## src/design/bsu_pkg.sv

```systemverilog
`default_nettype none
package bsu_pkg;

  localparam int unsigned MAX_HEX_DIGITS = 4;
  localparam int unsigned CNT_W = 3;
  localparam int unsigned ACC_W = 16;
  localparam int unsigned MAX_RESULTS = 4;
  localparam int unsigned RUN_W = 3;

  localparam logic [7:0] BACKSLASH = 8'h5C;
  localparam logic [7:0] CHAR_U = 8'h75;

  typedef enum logic [2:0] {
    MODE_NORMAL = 3'b001,
    MODE_ESCAPE = 3'b010,
    MODE_HEX    = 3'b100
  } mode_t;

  typedef struct packed {
    logic [7:0] in_byte;
    logic       line_end;
  } in_t;

  typedef struct packed {
    logic [7:0] out_byte;
    logic       has_byte;
    logic       line_done;
    logic       continues;
    logic       run_last;
  } out_t;

  typedef struct packed {
    logic [RUN_W-1:0]             n;
    logic [MAX_RESULTS-1:0][7:0]  bytes;
    logic                         has_byte;
    logic                         line_done;
    logic                         continues;
  } run_t;

  typedef struct packed {
    logic       valid;
    logic [3:0] value;
  } hex_t;

  typedef struct packed {
    logic       valid;
    logic [7:0] value;
  } esc_t;

  typedef struct packed {
    logic [1:0]      n;
    logic [2:0][7:0] bytes;
  } utf8_t;

  function automatic hex_t hex_digit(input logic [7:0] b);
    hex_t       r;
    logic [7:0] d;
    r = '0;
    d = '0;
    if (b >= 8'h30 && b <= 8'h39) begin
      d = b - 8'h30;
      r.valid = 1'b1;
    end else if (b >= 8'h61 && b <= 8'h66) begin
      d = b - 8'd87;
      r.valid = 1'b1;
    end else if (b >= 8'h41 && b <= 8'h46) begin
      d = b - 8'd55;
      r.valid = 1'b1;
    end
    r.value = d[3:0];
    return r;
  endfunction

  function automatic esc_t escape_map(input logic [7:0] b);
    esc_t r;
    r.valid = 1'b1;
    unique case (b)
      8'h61:     r.value = 8'h07;
      8'h62:     r.value = 8'h08;
      8'h74:     r.value = 8'h09;
      8'h6E:     r.value = 8'h0A;
      8'h76:     r.value = 8'h0B;
      8'h66:     r.value = 8'h0C;
      8'h72:     r.value = 8'h0D;
      BACKSLASH: r.value = BACKSLASH;
      default: begin
        r.valid = 1'b0;
        r.value = 8'h00;
      end
    endcase
    return r;
  endfunction

  function automatic utf8_t utf8_encode(input logic [ACC_W-1:0] cp);
    utf8_t r;
    r = '0;
    if (cp == '0 || cp[15:11] == 5'b11011) begin
      r.n = 2'd0;
    end else if (cp[15:7] == '0) begin
      r.n = 2'd1;
      r.bytes[0] = cp[7:0];
    end else if (cp[15:11] == '0) begin
      r.n = 2'd2;
      r.bytes[0] = {3'b110, cp[10:6]};
      r.bytes[1] = {2'b10, cp[5:0]};
    end else begin
      r.n = 2'd3;
      r.bytes[0] = {4'b1110, cp[15:12]};
      r.bytes[1] = {2'b10, cp[11:6]};
      r.bytes[2] = {2'b10, cp[5:0]};
    end
    return r;
  endfunction

endpackage
`default_nettype wire

```

## src/design/bsu_decode.sv

```systemverilog
`default_nettype none
module bsu_decode
  import bsu_pkg::*;
(
  input  wire logic clk,
  input  wire logic rst,
  input  wire logic unicode_escapes,
  input  wire in_t  item,
  input  wire logic accept,
  output run_t      run
);

  mode_t             mode, mode_next;
  logic [CNT_W-1:0]  hex_count, hex_count_next;
  logic [ACC_W-1:0]  code_accum, code_accum_next;

  hex_t              hx;
  esc_t              esc;
  utf8_t             fl;
  logic [ACC_W-1:0]  acc_shift;
  logic [CNT_W-1:0]  cnt_inc;
  logic              flush_en;
  logic [ACC_W-1:0]  flush_cp;
  logic              plain_en;
  logic              pair_en;
  logic              single_en;
  logic [7:0]        single_val;
  logic [RUN_W-1:0]  n;

  always_comb begin
    hx = hex_digit(item.in_byte);
    esc = escape_map(item.in_byte);
    acc_shift = {code_accum[ACC_W-5:0], hx.value};
    cnt_inc = hex_count + CNT_W'(1);
    mode_next = mode;
    hex_count_next = hex_count;
    code_accum_next = code_accum;
    flush_en = 1'b0;
    flush_cp = code_accum;
    plain_en = 1'b0;
    pair_en = 1'b0;
    single_en = 1'b0;
    single_val = item.in_byte;

    unique case (mode)
      MODE_HEX: begin
        if (hx.valid) begin
          if (cnt_inc >= CNT_W'(MAX_HEX_DIGITS) || item.line_end) begin
            flush_en = 1'b1;
            flush_cp = acc_shift;
            mode_next = MODE_NORMAL;
            hex_count_next = '0;
            code_accum_next = '0;
          end else begin
            hex_count_next = cnt_inc;
            code_accum_next = acc_shift;
          end
        end else begin
          flush_en = 1'b1;
          mode_next = MODE_NORMAL;
          hex_count_next = '0;
          code_accum_next = '0;
          plain_en = 1'b1;
        end
      end
      MODE_ESCAPE: begin
        mode_next = MODE_NORMAL;
        if (esc.valid) begin
          single_en = 1'b1;
          single_val = esc.value;
        end else if (item.in_byte == CHAR_U && unicode_escapes) begin
          mode_next = MODE_HEX;
          hex_count_next = '0;
          code_accum_next = '0;
        end else begin
          pair_en = 1'b1;
        end
      end
      default: begin
        mode_next = MODE_NORMAL;
        plain_en = 1'b1;
      end
    endcase

    if (plain_en) begin
      if (item.in_byte == BACKSLASH) begin
        mode_next = MODE_ESCAPE;
      end else begin
        single_en = 1'b1;
      end
    end

    fl = utf8_encode(flush_cp);
    run = '0;
    run.has_byte = 1'b1;
    n = '0;
    if (flush_en) begin
      run.bytes[2:0] = fl.bytes;
      n = RUN_W'(fl.n);
    end
    if (pair_en) begin
      run.bytes[0] = BACKSLASH;
      run.bytes[1] = item.in_byte;
      n = RUN_W'(2);
    end else if (single_en) begin
      run.bytes[n[1:0]] = single_val;
      n = n + RUN_W'(1);
    end

    run.continues = item.line_end && (mode_next == MODE_ESCAPE);
    run.line_done = item.line_end;
    if (item.line_end) begin
      mode_next = MODE_NORMAL;
      hex_count_next = '0;
      code_accum_next = '0;
      if (n == '0) begin
        n = RUN_W'(1);
        run.has_byte = 1'b0;
        run.bytes = '0;
      end
    end
    run.n = n;
  end

  always_ff @(posedge clk) begin
    if (rst) begin
      mode <= MODE_NORMAL;
      hex_count <= '0;
      code_accum <= '0;
    end else if (accept) begin
      mode <= mode_next;
      hex_count <= hex_count_next;
      code_accum <= code_accum_next;
    end
  end

`ifndef SYNTHESIS
  a_idle_state_clear: assert property (@(posedge clk) disable iff (rst)
    (mode != MODE_HEX) |-> (hex_count == '0 && code_accum == '0))
    else $error("hex state left over outside hex mode");
  a_line_end_resets: assert property (@(posedge clk) disable iff (rst)
    (accept && item.line_end) |=> (mode == MODE_NORMAL))
    else $error("mode not reset after line end");
  a_hex_count_bound: assert property (@(posedge clk) disable iff (rst)
    (mode == MODE_HEX) |-> (hex_count < CNT_W'(MAX_HEX_DIGITS)))
    else $error("hex digit count overflow");
  a_run_bound: assert property (@(posedge clk) disable iff (rst)
    run.n <= RUN_W'(MAX_RESULTS))
    else $error("too many results for one item");
`endif

endmodule
`default_nettype wire

```

## src/design/backslash_escape_utf8_decoder.sv

```systemverilog
// Backslash escape decoder with \u to UTF-8 conversion, one line byte per item.
// Input channel in_valid/in_ready carries in_item (byte plus line end flag).
// Output channel out_valid/out_ready carries out_item; one input item yields
// zero to four output items, the last one marked run_last.
// Config channel cfg_valid/cfg_ready writes the unicode_escapes bit; it is
// always ready and must only be written while the block is idle.
// An input item that yields output shows its first output item from the output
// register in the cycle after it is accepted.
// Throughput: one input item per cycle while each item yields at most one
// output item and out_ready holds; an item yielding several outputs holds the
// output register until the last leaves, and the next input item is taken in
// that cycle. Items that yield nothing are taken every cycle when it is free.
// Reset (rst, synchronous): clears the decode state and the output register,
// sets unicode_escapes to 1.
// When the receiver stalls, the output item holds and in_ready drops once the
// pending run cannot drain in the current cycle.
`default_nettype none
module backslash_escape_utf8_decoder
  import bsu_pkg::*;
(
  input  wire logic clk,
  input  wire logic rst,
  input  wire logic in_valid,
  output logic      in_ready,
  input  wire in_t  in_item,
  output logic      out_valid,
  input  wire logic out_ready,
  output out_t      out_item,
  input  wire logic cfg_valid,
  output logic      cfg_ready,
  input  wire logic cfg_unicode_escapes
);

  logic                         unicode_escapes;
  run_t                         dec;
  logic                         accept;
  logic                         load;
  logic                         pop;
  logic [RUN_W-1:0]             rem;
  logic [MAX_RESULTS-1:0][7:0]  slots;
  logic                         run_has;
  logic                         run_done;
  logic                         run_cont;

  assign cfg_ready = 1'b1;
  assign out_valid = (rem != '0);
  assign pop = out_valid && out_ready;
  assign in_ready = (rem == '0) || (rem == RUN_W'(1) && out_ready);
  assign accept = in_valid && in_ready;
  assign load = accept && (dec.n != '0);

  bsu_decode u_decode (
    .clk             (clk),
    .rst             (rst),
    .unicode_escapes (unicode_escapes),
    .item            (in_item),
    .accept          (accept),
    .run             (dec)
  );

  always_ff @(posedge clk) begin
    if (rst) begin
      unicode_escapes <= 1'b1;
    end else if (cfg_valid && cfg_ready) begin
      unicode_escapes <= cfg_unicode_escapes;
    end
  end

  always_ff @(posedge clk) begin
    if (rst) begin
      rem <= '0;
    end else if (load) begin
      rem <= dec.n;
    end else if (pop) begin
      rem <= rem - RUN_W'(1);
    end
  end

  always_ff @(posedge clk) begin
    if (load) begin
      slots <= dec.bytes;
      run_has <= dec.has_byte;
      run_done <= dec.line_done;
      run_cont <= dec.continues;
    end else if (pop) begin
      slots <= {8'h00, slots[MAX_RESULTS-1:1]};
    end
  end

  always_comb begin
    out_item.out_byte = slots[0];
    out_item.has_byte = run_has;
    out_item.run_last = (rem == RUN_W'(1));
    out_item.line_done = out_item.run_last && run_done;
    out_item.continues = out_item.run_last && run_cont;
  end

`ifndef SYNTHESIS
  a_rem_bound: assert property (@(posedge clk) disable iff (rst)
    rem <= RUN_W'(MAX_RESULTS))
    else $error("output run count out of range");
  a_load_shows: assert property (@(posedge clk) disable iff (rst)
    load |=> (out_valid && (out_item.run_last == ($past(dec.n) == RUN_W'(1)))))
    else $error("loaded run not presented");
  a_empty_only_last: assert property (@(posedge clk) disable iff (rst)
    (out_valid && !out_item.run_last) |-> out_item.has_byte)
    else $error("empty item inside a run");
  a_cont_with_done: assert property (@(posedge clk) disable iff (rst)
    (out_valid && out_item.continues) |-> out_item.line_done)
    else $error("continuation without line end");
`endif

endmodule
`default_nettype wire

```

## config.mk

```make
export PLATFORM = sky130hd
export DESIGN_NAME = backslash_escape_utf8_decoder
export DESIGN_NICKNAME = d
export VERILOG_FILES = /design/src/design/bsu_pkg.sv /design/src/design/bsu_decode.sv /design/src/design/backslash_escape_utf8_decoder.sv
export SDC_FILE = /design/constraint.sdc
export NUM_CORES = 1
export LEC_CHECK = 0
export ABC_AREA = 1
export ABC_CLOCK_PERIOD_IN_PS = 10200
export BUFFER_PORTS_ARGS = -buffer_cell sky130_fd_sc_hd__buf_2
export CAP_MARGIN = 0
export CORE_MARGIN = 5
export CORE_UTILIZATION = 43
export DETAILED_ROUTE_END_ITERATION = 8
export GPL_ROUTABILITY_DRIVEN = 0
export GPL_TIMING_DRIVEN = 0
export PLACE_DENSITY = 0.65
export SETUP_SLACK_MARGIN = 0.2
export SYNTH_ARGS = -nofsm -noshare
export SYNTH_HDL_FRONTEND = slang
export SYNTH_SLANG_ARGS = --single-unit
```

## constraint.sdc

```tcl
create_clock -name clk -period 10.2 [get_ports clk]
set_input_delay 0 -clock clk [delete_from_list [all_inputs] [get_ports clk]]
set_output_delay 0 -clock clk [all_outputs]
set_load 0.005 [all_outputs]
```

## Word level (Yosys, flattened, before mapping)

Cells that the tools add are included.
W data, S select, Z words.

- Flip-flop bits (word level): 61
- Latch bits: 0
- Bits in writable memories: 0
- Bits in read-only memories: 0
- Output and inout port bits: 15
- Word-level logic and storage cells: 140
- Memories kept: 0

- Add/sub/neg operators: 6
- Multipliers: 0
- Divide/modulo/power cells: 0
- $lt $le $gt $ge: 9
- Eq/ne operators: 16
- Shift operators: 0
- Multiplexer cells: 71
- Bitwise logic cells: 0
- Reductions and logical operators: 26

Operator list:

| kind | count |
|---|---|
| $mux W16 | 11 |
| $mux W32 | 3 |
| $eq A8 B7 Y1 const B | 9 |
| $mux W33 | 2 |
| $pmux W7 S8 | 1 |
| $mux W3 | 18 |
| $mux W24 | 2 |
| $mux W8 | 5 |
| $bwmux W32 | 1 |
| $pmux W16 S2 | 1 |
| $demux W8 S2 | 1 |
| $ge A8 B7 Y1 const B | 2 |
| $le A8 B7 Y1 const B | 2 |
| $logic_not A16 Y1 | 1 |
| $mux W1 | 16 |
| $mux W14 | 1 |
| $logic_and A1 B1 Y1 | 12 |
| $mux W4 | 3 |
| $pmux W3 S2 | 2 |
| $logic_not A9 Y1 | 1 |
| $reduce_bool A3 Y1 | 3 |
| $ge A8 B6 Y1 const B | 1 |
| $le A8 B6 Y1 const B | 1 |
| $reduce_or A8 Y1 | 1 |
| other kinds (21) | 28 |

## Depth between registers and ports, before layout

- Depth in word-level cells: 23
- Mapped depth: 29
- Mapped depth without buffers: 28

## Cells and area by module

A second synthesis with hierarchy kept.

- Cells, all modules: 746
- Area, all modules: 4948.5 um^2

Modules (own cells, without submodules):

| module | times used | cells an instance | area an instance (um^2) | seq. area each (um^2) |
|---|---|---|---|---|
| bsu_decode | 1 | 552 | 3101.7 | 440.4 |
| backslash_escape_utf8_decoder | 1 | 194 | 1846.8 | 1131.1 |

## Worst setup path after synthesis

Ideal clock, no wire load.

- Kind: register -> register
- Start: register u_decode.hex_count[0]
- End: register slots, in the netlist out_item[10] (enable)
- Arrival: 3.553 ns
- Data required time: 9.721 ns
- Setup slack: 6.168 ns
- Cell stages (with the launch flop): 23
- Cell sequence: dfxtp_1 > ha_1 > nor2_1 > nor2_1 > nand2_1 > clkbuf_1 > nand4_1 > nand2_1 > inv_2 > nand3_1 > nor3_2 > nor2_4 > inv_2 > nor3_2 > inv_1 > ha_1 > a21oi_1 > nand2_2 > nor2_4 > nand3_2 > nand2_4 > buf_4 > nand2_1

- Word-level cells in the longest chain between the ends: 20

Ends and longest elaborated chain:

| what | RTL line | RTL |
|---|---|---|
| from (decl) | bsu_decode.sv:14 | `logic [CNT_W-1:0] hex_count, hex_count_next;` |
| from (signal assigned) | bsu_decode.sv:132 | `hex_count <= hex_count_next;` |
| $add A3 B1 Y3 * | bsu_decode.sv:34 | `cnt_inc = hex_count + CNT_W'(1);` |
| $ge A3 B3 Y1 * | bsu_decode.sv:48 | `if (cnt_inc >= CNT_W'(MAX_HEX_DIGITS) \|\| item.line_end) begin` |
| $logic_or A1 B1 Y1 * | bsu_decode.sv:48 |  |
| $mux W16 | bsu_decode.sv:48 |  |
| $mux W16 | bsu_decode.sv:47 | `if (hx.valid) begin` |
| $mux W16 | bsu_decode.sv:45 | `unique case (mode)` |
| $logic_not A5 Y1 | bsu_pkg.sv:102 | `end else if (cp[15:11] == '0) begin` |
| $mux W1 | bsu_pkg.sv:102 |  |
| [... 4 more ...] | -- |  |
| $mux W3 * | bsu_decode.sv:105 | `end else if (single_en) begin` |
| $mux W3 * | bsu_decode.sv:101 | `if (pair_en) begin` |
| $logic_not A3 Y1 | bsu_decode.sv:116 | `if (n == '0) begin` |
| $mux W3 | bsu_decode.sv:116 |  |
| $mux W3 * | bsu_decode.sv:112 | `if (item.line_end) begin` |
| $reduce_bool A3 Y1 * | backslash_escape_utf8_decoder.sv:50 | `assign load = accept && (dec.n != '0);` |
| $logic_and A1 B1 Y1 * | backslash_escape_utf8_decoder.sv:50 |  |
| $reduce_bool A2 Y1 (no line) * | -- |  |
| to (signal assigned) | backslash_escape_utf8_decoder.sv:81 | `slots <= dec.bytes;` |
| to (signal assigned) | backslash_escape_utf8_decoder.sv:86 | `slots <= {8'h00, slots[MAX_RESULTS-1:1]};` |
| to (decl) | backslash_escape_utf8_decoder.sv:40 | `logic [MAX_RESULTS-1:0][7:0] slots;` |

Mark *: on every way between the ends. The rest lies on a longest branch, timed or not.
A chain may end at the register's enable or synchronous reset.

## Final worst setup path

- Start: register u_decode.hex_count[0]
- End: register slots[27] (netlist name) (enable)

Same word-level chain as after synthesis.

==> summary.txt <==
Run status
  • Status: finished, final reports clean

STA
  • # setup viols final: 0
  • Final hold vios: 0
  • Crit share post-route: 0.480
  • Fin. max-slew vios: 0
  • Worst Tran Pin Value: 1.28 ns
  • Hold WS: roughly 0.016 ns
  • Setup TNS: 0 ns
  • Max Freq: slightly above 0.2 GHz
  • Rel. slew slack: 0.147
  • RSZ-0062 raised after global routing: no
  • Tmin final: approximately 5 ns
  • Clock skew: 0.0130 ns

Synthesis
  • Post-Synth Simple-Gate Area: 0.308
  • FF+latch count, synth: 61
  • Share of the synthesized area in the top cell type: 0.248
  • Synth Area in Compound Gates: 0.165
  • Synth area leader: edfxtp_1
  • Top cells by count, synth: nand2_1, inv_1, nor2_1
  • Most frequent cell after synthesis: nand2_1
  • Post-synth top flop: edfxtp_1
  • Syn Area/Cell: 7.11 um2
  • Number of flops mapped to enable cells by yosys: 35
  • Adder-cell area share of the yosys netlist: 0.0355
  • Largest family of logic cells by synthesized area: simple AND/OR/NAND/NOR gates
  • Synth Area in XOR/XNOR: 0.00207
  • Leading post-synthesis cells by cell area: edfxtp_1, nand2_1, dfxtp_1, inv_1, nor2_1
  • Share of synthesized area spent on multiplexers: 0
  • Post-synthesis sequential area ratio: 0.371
  • Gate Count Post-Synth: between 500 and 600
  • Synth cell types: 37
  • Asr flop ratio synth: 0
  • Syn Nets: just over 600
  • Syn Std Cell Area: roughly 4200 um2
  • Ys Warns: 0

Critical path
  • Crit path cell chain: ha_1 > nor2_1 > nor2_1 > nand2_1 > clkbuf_1 > nand4_1 > nand2_1 > inv_2 > nand3_1 > nor3_2 > nor2_4 > inv_2 > nor3_2 > inv_1 > ha_1 > a21oi_1 > nand2_2 > nor2_4 > nand3_2 > nand2_4 > buf_4 > nand2_1
  • Critical Path AT: approximately 4.7 ns
  • CP Launch Point: u_decode.hex_count[0]
  • Worst Setup End Kind: flop
  • Critical Path RT: roughly 10 ns
  • Slowest-stage cell, CP: nand2_1
  • Crit-path leading delay family: simple AND/OR/NAND/NOR gates
  • Crit path depth: 22
  • WP buf/inv: 5
  • R2r startpoint: u_decode.hex_count[0]
  • Critical path launch point type: flop
  • Setup CP Type: flop to flop
  • Cell mode on critical path: nand2_1
  • CP max stage delay: between 0.7 and 0.8 ns
  • Crit-path max FO: 32
  • R2r setup slk: ~5.3 ns
  • Cells on worst reg2reg path: 22

Place
  • Post-DP HPWL: 8660 um
  • Port bufs: 27

Floorplanning
  • Initial Utilization: 0.437
  • Die Ht: about 110 um
  • I/O pin count: 30
  • Row Count: 36
  • Full die area: ~12000 um2
  • CORE AREA: 9680 um2
  • Die width: between 100 and 150 um

Hold path
  • Hold Path Stages: 3
  • Hold Crit Class: input port to flop
  • Hold Startpoint: in_item[8]

CTS
  • Clk slew on worst S/H paths: around 0.08 ns
  • Clk buf depth: 2
  • Clock sinks: 61
  • H-tree levels: 3
  • TritonCTS clock tree: built
  • Clock root buffer: clkbuf_8
  • Post_cts resized: 0
  • Worst-Skew Late Latency: around 0.35 ns
  • Num CTS Buffers: 9
  • Post-CTS setup buffers: 0

Power and ir drop
  • Net Sw Frac: 0.398
  • Combinational fraction of design power: 0.424
  • Power Density: 234 nW/um2
  • Switch Pwr: approximately 440 uW
  • Clock share of power: 0.201
  • Flop pwr share: 0.374
  • Static leakage: 0.00218 uW
  • Max VDD drop: roughly 0.00014 V
  • Internal power: 671 uW

Final layout
  • Ant. Diodes: 0
  • Area grow syn2layout: 12.5%
  • # nets final: roughly 660
  • Final Util: 0.492
  • Share of layout cells above drive strength 1: 0.156

Global route
  • Residual overflow from global routing: 0
  • Antenna violations before repair: 0
  • Largest net degree at the start of global routing: 33
  • Number of global-route vias before repair: about 3900
  • First-pass GRT wire length: between 15000 and 20000 um
  • GRT Util Overall: 0.197

Route
  • Routed Antenna Nets: 0
  • # DRC: 0
  • Via count: ~4100
  • DR iter-0 viols: 290
  • Detailed-route wire length per cell: between 10 and 15 um
  • DRT Pass-1 Iters: 5
  • Via density: approximately 5.3
  • WL final: around 11000 um

Job
  • MaxCap Viol Count: 0
[flip-flops by register name, summed over array words and instances, names as in the netlist]
signal,count
u_decode.mode,3
run_done,1
run_cont,1
unicode_escapes,1
run_has,1
u_decode.code_accum,16
u_decode.hex_count,3
rem,3
out_item,8
slots,24
[cell families (layout without fill, tap and decap cells)]
logic type | after synthesis | in the layout
compound gates | 124 | 124
xor+xnor | 1 | 1
fa+ha+maj | 12 | 12
buf+inv | 111 | 157
flops | 61 | 61
other cells | 1 | 1
simple gates | 286 | 286
[layer usage]
metal / up-vias / GRT usage / routed length (um)
met4: 0 / 0.0739 / 238
met2: 137 / 0.341 / 5400
li1: 2057 / - / -
met1: 1918 / 0.237 / 4870
met5: - / 0 / 0
met3: 22 / 0.0444 / 697
[cell type report]
| class | count | area [um2] |
|---|---|---|
| fillers | 985 | 4920 |
| multi-input cells | 424 | 2170 |
| flip-flops and latches | 61 | 1570 |
| inverters | 79 | 297 |
| plain buffers | 32 | 201 |
| well taps | 133 | 166 |
| repair buffers | 30 | 165 |
| clock buffers | 9 | 124 |
| clock inverters | 7 | 75.1 |
[layout by cell type, fill, tap and decap left out, types with 18 or more instances in the layout]
cell | synthesis | routed
nand2_1 | 153 | 153
edfxtp_1 | 35 | 35
nand3_1 | 34 | 34
buf_2 | 2 | 29
nand4_1 | 18 | 18
o21ai_1 | 23 | 23
a21oi_1 | 28 | 28
o21ai_0 | 36 | 36
dfxtp_1 | 26 | 26
nor2_1 | 50 | 50
inv_1 | 68 | 68
[through the flow]
step / cells / instance area, um2 / total power (uW) / setup WS [ns]
after CTS: 775 / 4770 / 1120 / 5.29
after global routing: 775 / 4770 / 1200 / 4.90
after detailed placement: 756 / 4540 / 892 / 5.25
after floorplan: 596 / 4240 / 762 / 6.17
final: 775 / 4770 / 1120 / 5.30
after global placement: 756 / 4540 / 883 / 5.29
[power by group through the flow]
stage	combinational, uW	clock, uW	sequential [uW]
after detailed placement	469	0	423
after global placement	462	0	421
after CTS	471	229	418
after global routing	529	241	426
final	473	225	417
after floorplan	347	0	415
[timing repair]
item / 4_1_cts / 5_1_grt
endpoints found under the hold margin: 2 / 0
hold buffers: 3 / 0
endpoints found under the setup margin: 0 / 0
[worst register-to-register path, cell delays in order (launching register included)]
cell and delay, ns:
dfxtp_1 0.32, ha_1 0.21, nor2_1 0.10, nor2_1 0.05
nand2_1 0.12, clkbuf_1 0.36, nand4_1 0.15, nand2_1 0.19
inv_2 0.08, nand3_1 0.08, nor3_2 0.06, nor2_4 0.22
inv_2 0.06, nor3_2 0.32, inv_1 0.12, ha_1 0.29
a21oi_1 0.23, nand2_2 0.11, nor2_4 0.11, nand3_2 0.10
nand2_4 0.12, buf_4 0.19, nand2_1 0.73
[final timing paths]
path                                   to
setup reg to reg                slots[27]
setup / recovery                slots[27]
hold / removal                  slots[31]
hold reg to reg   u_decode.code_accum[13]
No activity file was read; power rests on OpenSTA's default activity.
